$ cat src/hdl/deduplicating_interrupt_queue_unit_defines.svh
// Assertion macros shared by the deduplicating interrupt queue RTL.
`ifndef DEDUPLICATING_INTERRUPT_QUEUE_UNIT_DEFINES_SVH
`define DEDUPLICATING_INTERRUPT_QUEUE_UNIT_DEFINES_SVH

// Same-cycle implication: whenever pre holds, post holds.
`define DIQU_ASSERT_IMPL(lbl, clk, rst, pre, post, msg) \
  lbl: assert property (@(posedge clk) disable iff (rst) (pre) |-> (post)) else $error(msg);

// Next-cycle implication: whenever pre holds, post holds in the next cycle.
`define DIQU_ASSERT_NEXT(lbl, clk, rst, pre, post, msg) \
  lbl: assert property (@(posedge clk) disable iff (rst) (pre) |=> (post)) else $error(msg);

`endif

$ cat src/hdl/dique_pkg.sv
// Types and codes shared by the deduplicating interrupt queue modules.
package dique_pkg;

  typedef enum logic [1:0] {
    OP_RAISE = 2'd0,
    OP_TAKE  = 2'd1,
    OP_COUNT = 2'd2,
    OP_CLEAR = 2'd3
  } op_t;

  typedef enum logic [1:0] {
    STS_DONE  = 2'd0,
    STS_DUP   = 2'd1,
    STS_FULL  = 2'd2,
    STS_EMPTY = 2'd3
  } status_t;

  typedef struct packed {
    op_t        op;
    logic [7:0] irq_number;
  } req_t;

  typedef struct packed {
    status_t    status;
    logic [7:0] irq_out;
    logic [4:0] pending_count;
  } rsp_t;

  typedef enum logic [1:0] {
    ST_IDLE   = 2'd0,
    ST_SCAN   = 2'd1,
    ST_FINISH = 2'd2
  } state_t;

  // Controller to datapath.
  typedef struct packed {
    logic load;
    logic scan;
    logic finish;
  } cmd_t;

  // Datapath to controller.
  typedef struct packed {
    op_t  req_op;
    logic cnt_zero;
    logic scan_done;
    logic out_free;
  } stat_t;

endpackage

$ cat src/hdl/dique_ctrl.sv
// Controller state machine for the deduplicating interrupt queue.
module dique_ctrl (
  input  logic              clk,
  input  logic              rst,
  input  logic              req_valid,
  output logic              req_ready,
  input  dique_pkg::stat_t  stat,
  output dique_pkg::cmd_t   cmd
);

  dique_pkg::state_t state, state_next;

  always_ff @(posedge clk) begin
    if (rst) begin
      state <= dique_pkg::ST_IDLE;
    end else begin
      state <= state_next;
    end
  end

  always_comb begin
    state_next = state;
    cmd        = '0;
    req_ready  = 1'b0;
    unique case (state)
      dique_pkg::ST_IDLE: begin
        req_ready = 1'b1;
        if (req_valid) begin
          cmd.load = 1'b1;
          // a raise against a non-empty queue must scan the pending entries
          if (stat.req_op == dique_pkg::OP_RAISE && !stat.cnt_zero) begin
            state_next = dique_pkg::ST_SCAN;
          end else begin
            state_next = dique_pkg::ST_FINISH;
          end
        end
      end
      dique_pkg::ST_SCAN: begin
        cmd.scan = 1'b1;
        if (stat.scan_done) begin
          state_next = dique_pkg::ST_FINISH;
        end
      end
      dique_pkg::ST_FINISH: begin
        if (stat.out_free) begin
          cmd.finish = 1'b1;
          state_next = dique_pkg::ST_IDLE;
        end
      end
      default: begin
        state_next = dique_pkg::ST_IDLE;
      end
    endcase
  end

endmodule

$ cat src/hdl/dique_dp.sv
// Datapath of the deduplicating interrupt queue: slot memory, pointers, scan, result register.
`include "deduplicating_interrupt_queue_unit_defines.svh"

module dique_dp #(
  parameter int QUEUE_DEPTH = 16,
  parameter int IRQ_WIDTH   = 8
) (
  input  logic              clk,
  input  logic              rst,
  input  dique_pkg::req_t   req,
  output dique_pkg::rsp_t   rsp,
  output logic              rsp_valid,
  input  logic              rsp_ready,
  input  dique_pkg::cmd_t   cmd,
  output dique_pkg::stat_t  stat
);

  localparam int IDX_W = $clog2(QUEUE_DEPTH);
  localparam int CNT_W = $clog2(QUEUE_DEPTH + 1);

  function automatic logic [IDX_W-1:0] nxt(input logic [IDX_W-1:0] i);
    if (i == IDX_W'(QUEUE_DEPTH - 1)) begin
      return '0;
    end
    return i + 1'b1;
  endfunction

  logic [IRQ_WIDTH-1:0] mem [QUEUE_DEPTH];
  logic [IRQ_WIDTH-1:0] rd_data;
  logic [IDX_W-1:0]     rd_addr;

  logic [IDX_W-1:0]     head, head_next;
  logic [IDX_W-1:0]     tail, tail_next;
  logic [CNT_W-1:0]     count, count_next;

  dique_pkg::op_t       op_r;
  logic [IRQ_WIDTH-1:0] num_r;
  logic [IDX_W-1:0]     scan_ptr;
  logic [CNT_W-1:0]     scan_left;
  logic                 cmp_pend;
  logic                 match;

  dique_pkg::status_t   status_n;
  logic [7:0]           irq_n;
  logic                 we;

  assign rd_addr = cmd.scan ? scan_ptr : head;

  always_ff @(posedge clk) begin
    if (we) begin
      mem[tail] <= num_r;
    end
    rd_data <= mem[rd_addr];
  end

  // Capture the request and walk the pending entries, oldest first.
  always_ff @(posedge clk) begin
    if (rst) begin
      cmp_pend <= 1'b0;
      match    <= 1'b0;
    end else if (cmd.load) begin
      op_r      <= req.op;
      num_r     <= IRQ_WIDTH'(req.irq_number);
      scan_ptr  <= head;
      scan_left <= count;
      cmp_pend  <= 1'b0;
      match     <= 1'b0;
    end else if (cmd.scan) begin
      if (scan_left != '0) begin
        scan_ptr  <= nxt(scan_ptr);
        scan_left <= scan_left - 1'b1;
        cmp_pend  <= 1'b1;
      end else begin
        cmp_pend  <= 1'b0;
      end
      if (cmp_pend && rd_data == num_r) begin
        match <= 1'b1;
      end
    end
  end

  always_comb begin
    status_n   = dique_pkg::STS_DONE;
    irq_n      = '0;
    head_next  = head;
    tail_next  = tail;
    count_next = count;
    we         = 1'b0;
    unique case (op_r)
      dique_pkg::OP_RAISE: begin
        if (match) begin
          status_n = dique_pkg::STS_DUP;
        end else if (count == CNT_W'(QUEUE_DEPTH)) begin
          status_n = dique_pkg::STS_FULL;
        end else begin
          we         = cmd.finish;
          tail_next  = nxt(tail);
          count_next = count + 1'b1;
        end
      end
      dique_pkg::OP_TAKE: begin
        if (count == '0) begin
          status_n = dique_pkg::STS_EMPTY;
        end else begin
          irq_n      = 8'(rd_data);
          head_next  = nxt(head);
          count_next = count - 1'b1;
        end
      end
      dique_pkg::OP_COUNT: begin
      end
      dique_pkg::OP_CLEAR: begin
        head_next  = tail;
        count_next = '0;
      end
      default: begin
      end
    endcase
  end

  always_ff @(posedge clk) begin
    if (rst) begin
      head      <= '0;
      tail      <= '0;
      count     <= '0;
      rsp_valid <= 1'b0;
    end else begin
      if (cmd.finish) begin
        head      <= head_next;
        tail      <= tail_next;
        count     <= count_next;
        rsp_valid <= 1'b1;
      end else if (rsp_ready) begin
        rsp_valid <= 1'b0;
      end
    end
  end

  always_ff @(posedge clk) begin
    if (cmd.finish) begin
      rsp.status        <= status_n;
      rsp.irq_out       <= irq_n;
      rsp.pending_count <= 5'(count_next);
    end
  end

  assign stat.req_op    = req.op;
  assign stat.cnt_zero  = (count == '0);
  assign stat.scan_done = (scan_left == '0) && !cmp_pend;
  assign stat.out_free  = !rsp_valid || rsp_ready;

  // Pending entries always run contiguously from head to tail.
  logic [IDX_W:0] head_plus;
  logic [IDX_W:0] head_wrap;
  assign head_plus = (IDX_W + 1)'(head) + (IDX_W + 1)'(count);
  assign head_wrap = (head_plus >= (IDX_W + 1)'(QUEUE_DEPTH)) ?
                     head_plus - (IDX_W + 1)'(QUEUE_DEPTH) : head_plus;

  `DIQU_ASSERT_IMPL(a_count_bound, clk, rst, 1'b1, count <= CNT_W'(QUEUE_DEPTH), "count above depth")
  `DIQU_ASSERT_IMPL(a_ptr_gap, clk, rst, 1'b1, head_wrap[IDX_W-1:0] == tail, "head/count/tail mismatch")
  `DIQU_ASSERT_NEXT(a_finish_out, clk, rst, cmd.finish, rsp_valid, "finish did not load result")

endmodule

$ cat src/hdl/deduplicating_interrupt_queue_unit.sv
// Top level of the deduplicating interrupt queue: controller plus datapath.
//
//   channel | valid     | ready     | payload          | content
//   --------+-----------+-----------+------------------+-------------------------------
//   request | req_valid | req_ready | req (req_t)      | op, irq_number
//   result  | rsp_valid | rsp_ready | rsp (rsp_t)      | status, irq_out, pending_count
//
// A take, count read or clear passes from the accept step straight to the finish step,
// which loads the result register and raises rsp_valid; the result transfer and the
// next request can then overlap. A raise first walks the pending entries, counted
// before the raise, through the single read port of the slot memory; it skips the
// walk and goes straight to the finish step when the queue is empty.
// Reset (rst, synchronous) empties the queue; slot contents are never cleared.
// A stalled result sits in the output register; the next request is still accepted
// and held in its final step until the result register frees up.
module deduplicating_interrupt_queue_unit #(
  parameter int QUEUE_DEPTH = 16,
  parameter int IRQ_WIDTH   = 8
) (
  input  logic             clk,
  input  logic             rst,
  input  logic             req_valid,
  output logic             req_ready,
  input  dique_pkg::req_t  req,
  output logic             rsp_valid,
  input  logic             rsp_ready,
  output dique_pkg::rsp_t  rsp
);

  // Commands down to the datapath, status back up to the controller.
  dique_pkg::cmd_t  cmd;
  dique_pkg::stat_t stat;

  // Sequence accept, scan and finish steps.
  dique_ctrl u_ctrl (
    .clk       (clk),
    .rst       (rst),
    .req_valid (req_valid),
    .req_ready (req_ready),
    .stat      (stat),
    .cmd       (cmd)
  );

  // Hold the slots and pointers, run the duplicate scan, register the result.
  dique_dp #(
    .QUEUE_DEPTH (QUEUE_DEPTH),
    .IRQ_WIDTH   (IRQ_WIDTH)
  ) u_dp (
    .clk       (clk),
    .rst       (rst),
    .req       (req),
    .rsp       (rsp),
    .rsp_valid (rsp_valid),
    .rsp_ready (rsp_ready),
    .cmd       (cmd),
    .stat      (stat)
  );

endmodule
$ cat config.mk
export PLATFORM = sky130hd
export DESIGN_NAME = deduplicating_interrupt_queue_unit
export DESIGN_NICKNAME = d
export VERILOG_FILES = /design/src/hdl/dique_pkg.sv /design/src/hdl/dique_ctrl.sv /design/src/hdl/dique_dp.sv /design/src/hdl/deduplicating_interrupt_queue_unit.sv
export VERILOG_INCLUDE_DIRS = /design/src /design/src/hdl
export SDC_FILE = /design/constraint.sdc
export NUM_CORES = 1
export LEC_CHECK = 0
export BUFFER_PORTS_ARGS = -buffer_cell sky130_fd_sc_hd__buf_2
export CELL_PAD_IN_SITES_DETAIL_PLACEMENT = 1
export CELL_PAD_IN_SITES_GLOBAL_PLACEMENT = 2
export CORE_MARGIN = 3
export CORE_UTILIZATION = 44
export DETAILED_ROUTE_END_ITERATION = 7
export GPL_TIMING_DRIVEN = 0
export PLACE_DENSITY_LB_ADDON = 0.1
export SYNTH_ARGS = -nofsm -noshare
export SYNTH_HDL_FRONTEND = slang
export SYNTH_SLANG_ARGS = --single-unit
$ cat constraint.sdc
create_clock -name clk -period 3.2 [get_ports clk]
set_input_delay 0.32 -clock clk [delete_from_list [all_inputs] [get_ports clk]]
set_output_delay 0.32 -clock clk [all_outputs]
set_load 0.02 [all_outputs]
# ---- Yosys cells after proc, flatten, opt, wreduce, memory -nomap -nowiden
# Memories as Yosys holds them, arrays and structs flattened. A register that Yosys moved wholly into a read port is not among the register bits.
# Cells that the tools add are included.
dict set report op_classes {
  n_reduce_logical 25
  mux 54
  bitwise_logic 4
  n_eq_ne 13
  addsub 6
}
# op n
set op_table {}
lappend op_table {{2-to-1 mux 4 bit} 11}
lappend op_table {{2-to-1 mux 5 bit} 6}
lappend op_table {{2-to-1 mux 1 bit} 26}
lappend op_table {{case mux 5 bit (3 select lines)} 1}
lappend op_table {{2-to-1 mux 2 bit} 7}
lappend op_table {{adder 4 x 1 -> 4 bit, second input constant} 3}
lappend op_table {{equality test 4 bit, second input constant} 3}
lappend op_table {{logical NOT 5 bit} 2}
lappend op_table {{subtractor 5 x 1 -> 5 bit, second input constant} 2}
lappend op_table {{AND reduction 3 bit} 3}
lappend op_table {{equality test 8 bit} 1}
lappend op_table {{!= test 2 bit, second input constant} 4}
lappend op_table {{case mux 4 bit (2 select lines)} 1}
lappend op_table {{nonzero test 2 bit} 4}
lappend op_table {{logical NOT 2 bit} 3}
lappend op_table {{case mux 2 bit (3 select lines)} 1}
lappend op_table {{adder 5 x 1 -> 5 bit, second input constant} 1}
lappend op_table {{equality test 5 bit, second input constant} 1}
lappend op_table {{nonzero test 5 bit} 1}
lappend op_table {{equality test 2 x 1 -> 1 bit, second input constant} 2}
lappend op_table {{equality test 2 bit, second input constant} 2}
lappend op_table {{inverter 1 bit} 4}
lappend op_table {{case mux 2 bit (2 select lines)} 1}
lappend op_table {{AND reduction 2 bit} 2}
lappend op_table {{5 further kinds} 10}
dict set report word_totals {
  output_inout_bits 17
  memories 1
  register_bits 52
  word_cells 117
  mem_bits_rw 128
}
# memory words width rd rd_ports_with_merged_regs write_ports line_no
set memory_table {}
lappend memory_table {u_dp.mem 16 8 1 1 1 dique_dp.sv:28} ;# logic [IRQ_WIDTH-1:0] mem [QUEUE_DEPTH];

# ---- Depth between registers and ports, before layout
dict set report depth {
  depth_word 10
  depth_mapped 9
  ltp_nobuf 7
}

# ---- Hierarchy
# A second synthesis with hierarchy kept.
dict set report unflattened {
  cells_unflattened 557
  area_unflattened_um2 7943.9
}
# module instances cells_per_inst area_per_inst_um2 seq_area_each_um2
set modules_own_cells {}
lappend modules_own_cells {dique_dp 1 542 7816.2 5345.1}
lappend modules_own_cells {dique_ctrl 1 15 127.6 40.0}

# ---- Worst setup path after synthesis
# OpenSTA, ideal clock, no wires.
dict set report synth_timing {
  path_type {reg2reg}
  start {register u_dp.count[0]}
  end {memory u_dp.mem[0][0], enable pin}
  synth_period_minus_slack_ns 2.905
  setup_time_ns 0.383
  t_arrival_ns 2.521
  stages_incl_launch_ff 9
  path_slack_ns 0.295
  path_buffers 2
  cell_sequence {dfxtp_1 > clkbuf_1 > inv_1 > ha_1 > nor3b_1 > a2111oi_2 > buf_2 > nand2_1 > nor3_1}
}
dict set report synth_between {
  elab_chain_cells 6
}
# element line_no
set synth_rtl {}
lappend synth_rtl {{start: declaration} dique_dp.sv:34} ;# logic [CNT_W-1:0] count, count_next;
lappend synth_rtl {{start signal: assignment} dique_dp.sv:131} ;# count <= count_next;
lappend synth_rtl {{equality test 5 bit} dique_dp.sv:93} ;# end else if (count == CNT_W'(QUEUE_DEPTH)) begin
lappend synth_rtl {{2-to-1 mux 1 bit} dique_dp.sv:93}
lappend synth_rtl {{2-to-1 mux 1 bit} dique_dp.sv:91} ;# if (match) begin
lappend synth_rtl {{2-to-1 mux 1 bit} dique_dp.sv:89} ;# unique case (op_r)
lappend synth_rtl {{2-to-1 mux 1 bit} dique_dp.sv:50} ;# if (we) begin
lappend synth_rtl {{2-to-1 mux 1 bit (implied by the code)} dique_dp.sv:51} ;# mem[tail] <= num_r;
lappend synth_rtl {{end: declaration} dique_dp.sv:28}
# No other way between the ends.

# ---- Worst setup path after layout
dict set report layout_timing {
  start {register u_dp.count[0]}
  end {memory u_dp.mem[0][7], enable pin}
}
# The elaborated chain is that of the path after synthesis.

==> flow_summary.html <==
<table>
<tr><th>Metric</th><th>Value</th></tr>
<tr><th colspan="2">Pwr</th></tr>
<tr><td>Proportion of power drawn by flip-flops and latches</td><td>49.8%</td></tr>
<tr><td>Total power density per cell area</td><td>580 mW/mm2</td></tr>
<tr><td>LEAKAGE</td><td>3.55 nW</td></tr>
<tr><td>Worst IR Drop VDD</td><td>0.412 mV</td></tr>
<tr><td>Switching Fraction</td><td>25.3%</td></tr>
<tr><td>Post-layout power</td><td>5.60 mW</td></tr>
<tr><td>Part of the power in the clock network</td><td>41.7%</td></tr>
<tr><td>Int Power</td><td>4.19 mW</td></tr>
<tr><td>Psw</td><td>1.42 mW</td></tr>
<tr><td>Comb power frac</td><td>8.5%</td></tr>
<tr><th colspan="2">STA</th></tr>
<tr><td>Slew at the pin with the worst max-slew slack</td><td>1.13 ns</td></tr>
<tr><td>Final setup margin</td><td>0.129 ns</td></tr>
<tr><td>Total negative slack for setup checks</td><td>0 ns</td></tr>
<tr><td>Total setup violations reported at the end of the flow</td><td>0</td></tr>
<tr><td>Number of hold violations in the final report</td><td>0</td></tr>
<tr><td>Worst clock skew</td><td>0.0102 ns</td></tr>
<tr><td>Final clock period utilization by the worst path</td><td>96.0%</td></tr>
<tr><td>Shortest period the worst path allows</td><td>3.07 ns</td></tr>
<tr><td>WHS</td><td>0.0525 ns</td></tr>
<tr><td>Max Transition Viols Final</td><td>0</td></tr>
<tr><td>Max Freq</td><td>326 MHz</td></tr>
<tr><td>Tightest slew margin relative to the limit</td><td>24.7%</td></tr>
<tr><th colspan="2">Worst setup path</th></tr>
<tr><td>Critical path capture point type</td><td>register</td></tr>
<tr><td>Reg-to-reg critical path startpoint</td><td>u_dp.count[0]</td></tr>
<tr><td>Depth of the worst register-to-register path</td><td>9</td></tr>
<tr><td>Required time of the critical path</td><td>3.35 ns</td></tr>
<tr><td>Critical path class</td><td>register to register</td></tr>
<tr><td>Startpoint class of the critical path</td><td>register</td></tr>
<tr><td>Arrival @ worst endpoint</td><td>3.22 ns</td></tr>
<tr><td>Endpoint of the worst register-to-register path</td><td>u_dp.mem[0][7]</td></tr>
<tr><td>Worst setup slack for register-to-register paths</td><td>0.13 ns</td></tr>
<tr><td>Maximum fanout encountered on the critical timing path</td><td>10</td></tr>
<tr><th colspan="2">Detailed routing</th></tr>
<tr><td>Average wire length per cell after detail routing</td><td>24.7 um</td></tr>
<tr><td>Iteration-0 DRC count of the detailed router</td><td>434</td></tr>
<tr><td>Via density</td><td>5.91</td></tr>
<tr><td>Total via count after detailed routing</td><td>5529</td></tr>
<tr><td>Total routed wirelength</td><td>23100 um</td></tr>
<tr><td>1st-pass router iterations</td><td>5</td></tr>
<tr><td>Number of nets still failing antenna checks after routing</td><td>0</td></tr>
<tr><td>Remaining DRCs</td><td>0</td></tr>
<tr><th colspan="2">Place</th></tr>
<tr><td>Placed instance count</td><td>896</td></tr>
<tr><td>Worst slack at placement</td><td>-0.773 ns</td></tr>
<tr><td>Weighted congestion reported at the end of routability-driven placement</td><td>0.845</td></tr>
<tr><td>Port Buf Inserts</td><td>29</td></tr>
<tr><td>DP Wirelength</td><td>15900 um</td></tr>
<tr><th colspan="2">Die</th></tr>
<tr><td>Die area</td><td>0.0207 mm2</td></tr>
<tr><td>Top-level port count</td><td>31</td></tr>
<tr><td>Die Span Y</td><td>144 um</td></tr>
<tr><td>Initial cell density of the core</td><td>45.6%</td></tr>
<tr><td>Die Wd</td><td>144 um</td></tr>
<tr><td>Cell row count</td><td>49</td></tr>
<tr><td>Core area</td><td>0.0183 mm2</td></tr>
<tr><th colspan="2">Run</th></tr>
<tr><td>MaxCap Viol Count</td><td>0</td></tr>
<tr><th colspan="2">Hold path</th></tr>
<tr><td>Cell depth of the worst min-delay path</td><td>1</td></tr>
<tr><td>Worst min-delay path startpoint</td><td>req[5]</td></tr>
<tr><td>Hold WC Path Type</td><td>primary input to register</td></tr>
<tr><td>Worst-case hold path end point</td><td>u_dp.num_r[5]</td></tr>
<tr><th colspan="2">Clocking</th></tr>
<tr><td>Maximum number of buffers from clock root to sink</td><td>2</td></tr>
<tr><td>Worst skew pair latency</td><td>0.44 ns</td></tr>
<tr><td>Clock root buffer</td><td>sky130_fd_sc_hd__clkbuf_16</td></tr>
<tr><td>Number of buffers created by CTS</td><td>17</td></tr>
<tr><td>Number of sinks driven by the clock tree</td><td>188</td></tr>
<tr><td>CTS tree</td><td>done</td></tr>
<tr><td># H-tree levels</td><td>4</td></tr>
<tr><td>Clock-pin slew reported for the worst setup and hold paths after clock tree synthesis</td><td>0.07 ns</td></tr>
<tr><th colspan="2">Yosys</th></tr>
<tr><td>Synthesized netlist cell count</td><td>638</td></tr>
<tr><td>Cell area after synthesis</td><td>0.00836 mm2</td></tr>
<tr><td>Count of different cell masters after synthesis</td><td>59</td></tr>
<tr><td>Number of register bits inferred by synthesis</td><td>188</td></tr>
<tr><td>Syn. warnings</td><td>0</td></tr>
<tr><td>Dominant synthesized flop cell</td><td>sky130_fd_sc_hd__edfxtp_1</td></tr>
<tr><td>Count of flip-flops with a built-in enable after synthesis</td><td>162</td></tr>
<tr><td>Portion of synthesized cell area occupied by the leading cell type</td><td>58.2%</td></tr>
<tr><td>Sequential area share after synthesis</td><td>64.4%</td></tr>
<tr><td>Proportion of synthesized flip-flops having asynchronous set or reset</td><td>0%</td></tr>
<tr><td>Largest area contributor in the netlist</td><td>sky130_fd_sc_hd__edfxtp_1</td></tr>
<tr><td>Cell types with the largest area share after synthesis</td><td>sky130_fd_sc_hd__edfxtp_1, sky130_fd_sc_hd__mux2i_1, sky130_fd_sc_hd__dfxtp_1</td></tr>
<tr><td>Synthesized area per cell</td><td>13.1 um2</td></tr>
<tr><td>Net count after synthesis</td><td>661</td></tr>
<tr><th colspan="2">Cells and area</th></tr>
<tr><td>Count of nets after finishing</td><td>716</td></tr>
<tr><td>Number of cells in the finished layout apart from fillers</td><td>935</td></tr>
<tr><td>P&amp;R area growth vs syn</td><td>15.6%</td></tr>
<tr><td>Fraction of final layout cells sized beyond drive strength 1</td><td>16.9%</td></tr>
<tr><td>ANT cells</td><td>0</td></tr>
<tr><th colspan="2">Outcome</th></tr>
<tr><td>Run status</td><td>completed</td></tr>
<tr><th colspan="2">Global routing</th></tr>
<tr><td>Antenna violations before repair</td><td>0</td></tr>
<tr><td>GRT Resource Usage Total</td><td>23.3%</td></tr>
<tr><td>Wire length of the first global-routing pass</td><td>35000 um</td></tr>
<tr><td>Grt ovf</td><td>0</td></tr>
<tr><td>Maximum number of pins on one net before global-route repair</td><td>25</td></tr>
<tr><td>Via count of the first global-routing pass</td><td>5640</td></tr>
</table>
==> registers in the layout, indices dropped and copies added (netlist names) <==
name	count
u_dp.scan_left	5
u_dp.count	5
u_ctrl.state	2
u_dp.rsp	15
u_dp.head	4
u_dp.op_r	2
u_dp.tail	4
u_dp.cmp_pend	1
u_dp.mem	128
u_dp.match	1
u_dp.num_r	8
u_dp.rd_data	8
u_dp.rsp_valid	1
u_dp.scan_ptr	4
==> layout by cell type (no fill, tap or decap), drive strengths merged, types with 4 or more instances in the layout <==
| cell | count |
|---|---|
| o221ai | 16 |
| o211ai | 5 |
| a2111oi | 9 |
| nand2b | 10 |
| and3 | 13 |
| a21oi | 21 |
| edfxtp | 162 |
| a311oi | 5 |
| nor2 | 54 |
| dfxtp | 26 |
| nor4b | 4 |
| mux2i | 59 |
| nand3 | 7 |
| a22o | 8 |
| buf | 54 |
| xor2 | 6 |
| o21ai | 15 |
| a211oi | 33 |
| clkbuf | 41 |
| nor3b | 4 |
| ha | 9 |
| a31oi | 10 |
| nand2 | 31 |
| inv | 42 |
| xnor2 | 7 |
| nor3 | 17 |
==> cell families (layout without fill, tap and decap cells) <==
logic type / Yosys count / count (layout) / share of synthesized area [%]
xor gates and xnor gates: 13 / 13 / 1.36
buffers and inverters: 75 / 143 / 4.05
and+or+nand+nor: 156 / 156 / 9.24
muxes: 60 / 60 / 7.24
DFF: 188 / 188 / 64.4
AOI/OAI and AO/OA: 137 / 137 / 12.4
adders and majority gates: 9 / 9 / 1.35
==> Yosys cell counts (2+ instances only) <==
| cell | number |
|---|---|
| sky130_fd_sc_hd__nor2b_1 | 3 |
| sky130_fd_sc_hd__inv_1 | 33 |
| sky130_fd_sc_hd__buf_2 | 10 |
| sky130_fd_sc_hd__a2111oi_2 | 3 |
| sky130_fd_sc_hd__a31oi_2 | 3 |
| sky130_fd_sc_hd__dfxtp_1 | 26 |
| sky130_fd_sc_hd__nor3_1 | 17 |
| sky130_fd_sc_hd__nand4_1 | 2 |
| sky130_fd_sc_hd__ha_1 | 9 |
| sky130_fd_sc_hd__o221ai_1 | 16 |
| sky130_fd_sc_hd__mux2i_1 | 58 |
| sky130_fd_sc_hd__a41oi_1 | 2 |
| sky130_fd_sc_hd__nand2_1 | 31 |
| sky130_fd_sc_hd__a211oi_1 | 33 |
| sky130_fd_sc_hd__buf_6 | 3 |
| sky130_fd_sc_hd__buf_4 | 3 |
| sky130_fd_sc_hd__o211ai_1 | 5 |
| sky130_fd_sc_hd__and3_1 | 13 |
| sky130_fd_sc_hd__xnor2_1 | 7 |
| sky130_fd_sc_hd__nor2_1 | 54 |
| sky130_fd_sc_hd__a22o_1 | 8 |
| sky130_fd_sc_hd__a21o_1 | 2 |
| sky130_fd_sc_hd__a2111oi_0 | 6 |
| sky130_fd_sc_hd__nand4b_1 | 2 |
| sky130_fd_sc_hd__a21oi_1 | 20 |
| sky130_fd_sc_hd__o21ai_0 | 15 |
| sky130_fd_sc_hd__and4bb_2 | 2 |
| sky130_fd_sc_hd__a31oi_1 | 7 |
| sky130_fd_sc_hd__nand2b_1 | 10 |
| sky130_fd_sc_hd__xor2_1 | 6 |
| sky130_fd_sc_hd__nor3b_1 | 4 |
| sky130_fd_sc_hd__nand3_1 | 7 |
| sky130_fd_sc_hd__clkbuf_1 | 24 |
| sky130_fd_sc_hd__edfxtp_1 | 162 |
| sky130_fd_sc_hd__nor4b_1 | 4 |
| sky130_fd_sc_hd__a311oi_1 | 5 |
==> metal layers <==
layer / up-vias / wire [um] / GRT usage, %
li1: 2551 / - / -
met1: 2842 / 10700 / 33.3
met2: 124 / 11300 / 37.3
met3: 12 / 935 / 4.66
met4: 0 / 150 / 4.81
met5: - / 0 / 0
==> worst max path at each step <==
stage | startpoint | to | cells past startpoint
6_report | u_dp.count[0] | u_dp.mem[0][7] | 9
5_1_grt | u_dp.count[0] | u_dp.mem[0][2] | 9
4_1_cts | u_dp.count[0] | u_dp.mem[0][1] | 9
3_5_place_dp | u_dp.count[0] | u_dp.mem[7][2] | 7
3_3_place_gp | u_dp.count[0] | u_dp.mem[0][5] | 8
2_1_floorplan | u_dp.count[0] | u_dp.mem[0][0] | 8
==> power by group through the flow <==
stage | Sequential, mW | Clock [mW] | Combinational (mW)
floorplan | 2.83 | 0 | 0.300
global placement | 2.84 | 0 | 0.451
detailed placement | 2.85 | 0 | 0.464
CTS | 2.79 | 2.37 | 0.471
global route | 2.80 | 2.48 | 0.517
finish | 2.79 | 2.34 | 0.474
==> layout make-up <==
class	instances	area [um2]
flip-flops and latches	188	5390
clock inverters	15	233
well taps	229	287
fillers	1833	8660
inverters	33	124
multi-input cells	375	2790
plain buffers	42	218
repair buffers	36	210
clock buffers	17	425
==> timing repair <==
item                       4_1_cts  5_1_grt
pin swaps                        5        0
setup endpoints to repair      128      113
hold buffers                     0        0
gates resized for setup         28        4
buffers inserted                 7        0
==> metrics by stage <==
step	utilization, %	instance area, um2
6_report	52.7	9670
5_1_grt	52.7	9670
3_5_place_dp	48.0	8810
4_1_cts	52.6	9640
3_3_place_gp	48.0	8800
2_1_floorplan	-	8360
==> critical path: stages (launching register included) <==
cell	delay, ns
sky130_fd_sc_hd__dfxtp_1	0.37
sky130_fd_sc_hd__clkbuf_2	0.28
sky130_fd_sc_hd__inv_1	0.08
sky130_fd_sc_hd__ha_1	0.26
sky130_fd_sc_hd__nor3b_2	0.24
sky130_fd_sc_hd__a2111oi_4	0.42
sky130_fd_sc_hd__buf_2	0.29
sky130_fd_sc_hd__nand2_1	0.34
sky130_fd_sc_hd__nor3_4	0.31
sky130_fd_sc_hd__buf_4	0.19
Note: power is estimated with default switching activity, not from simulation.
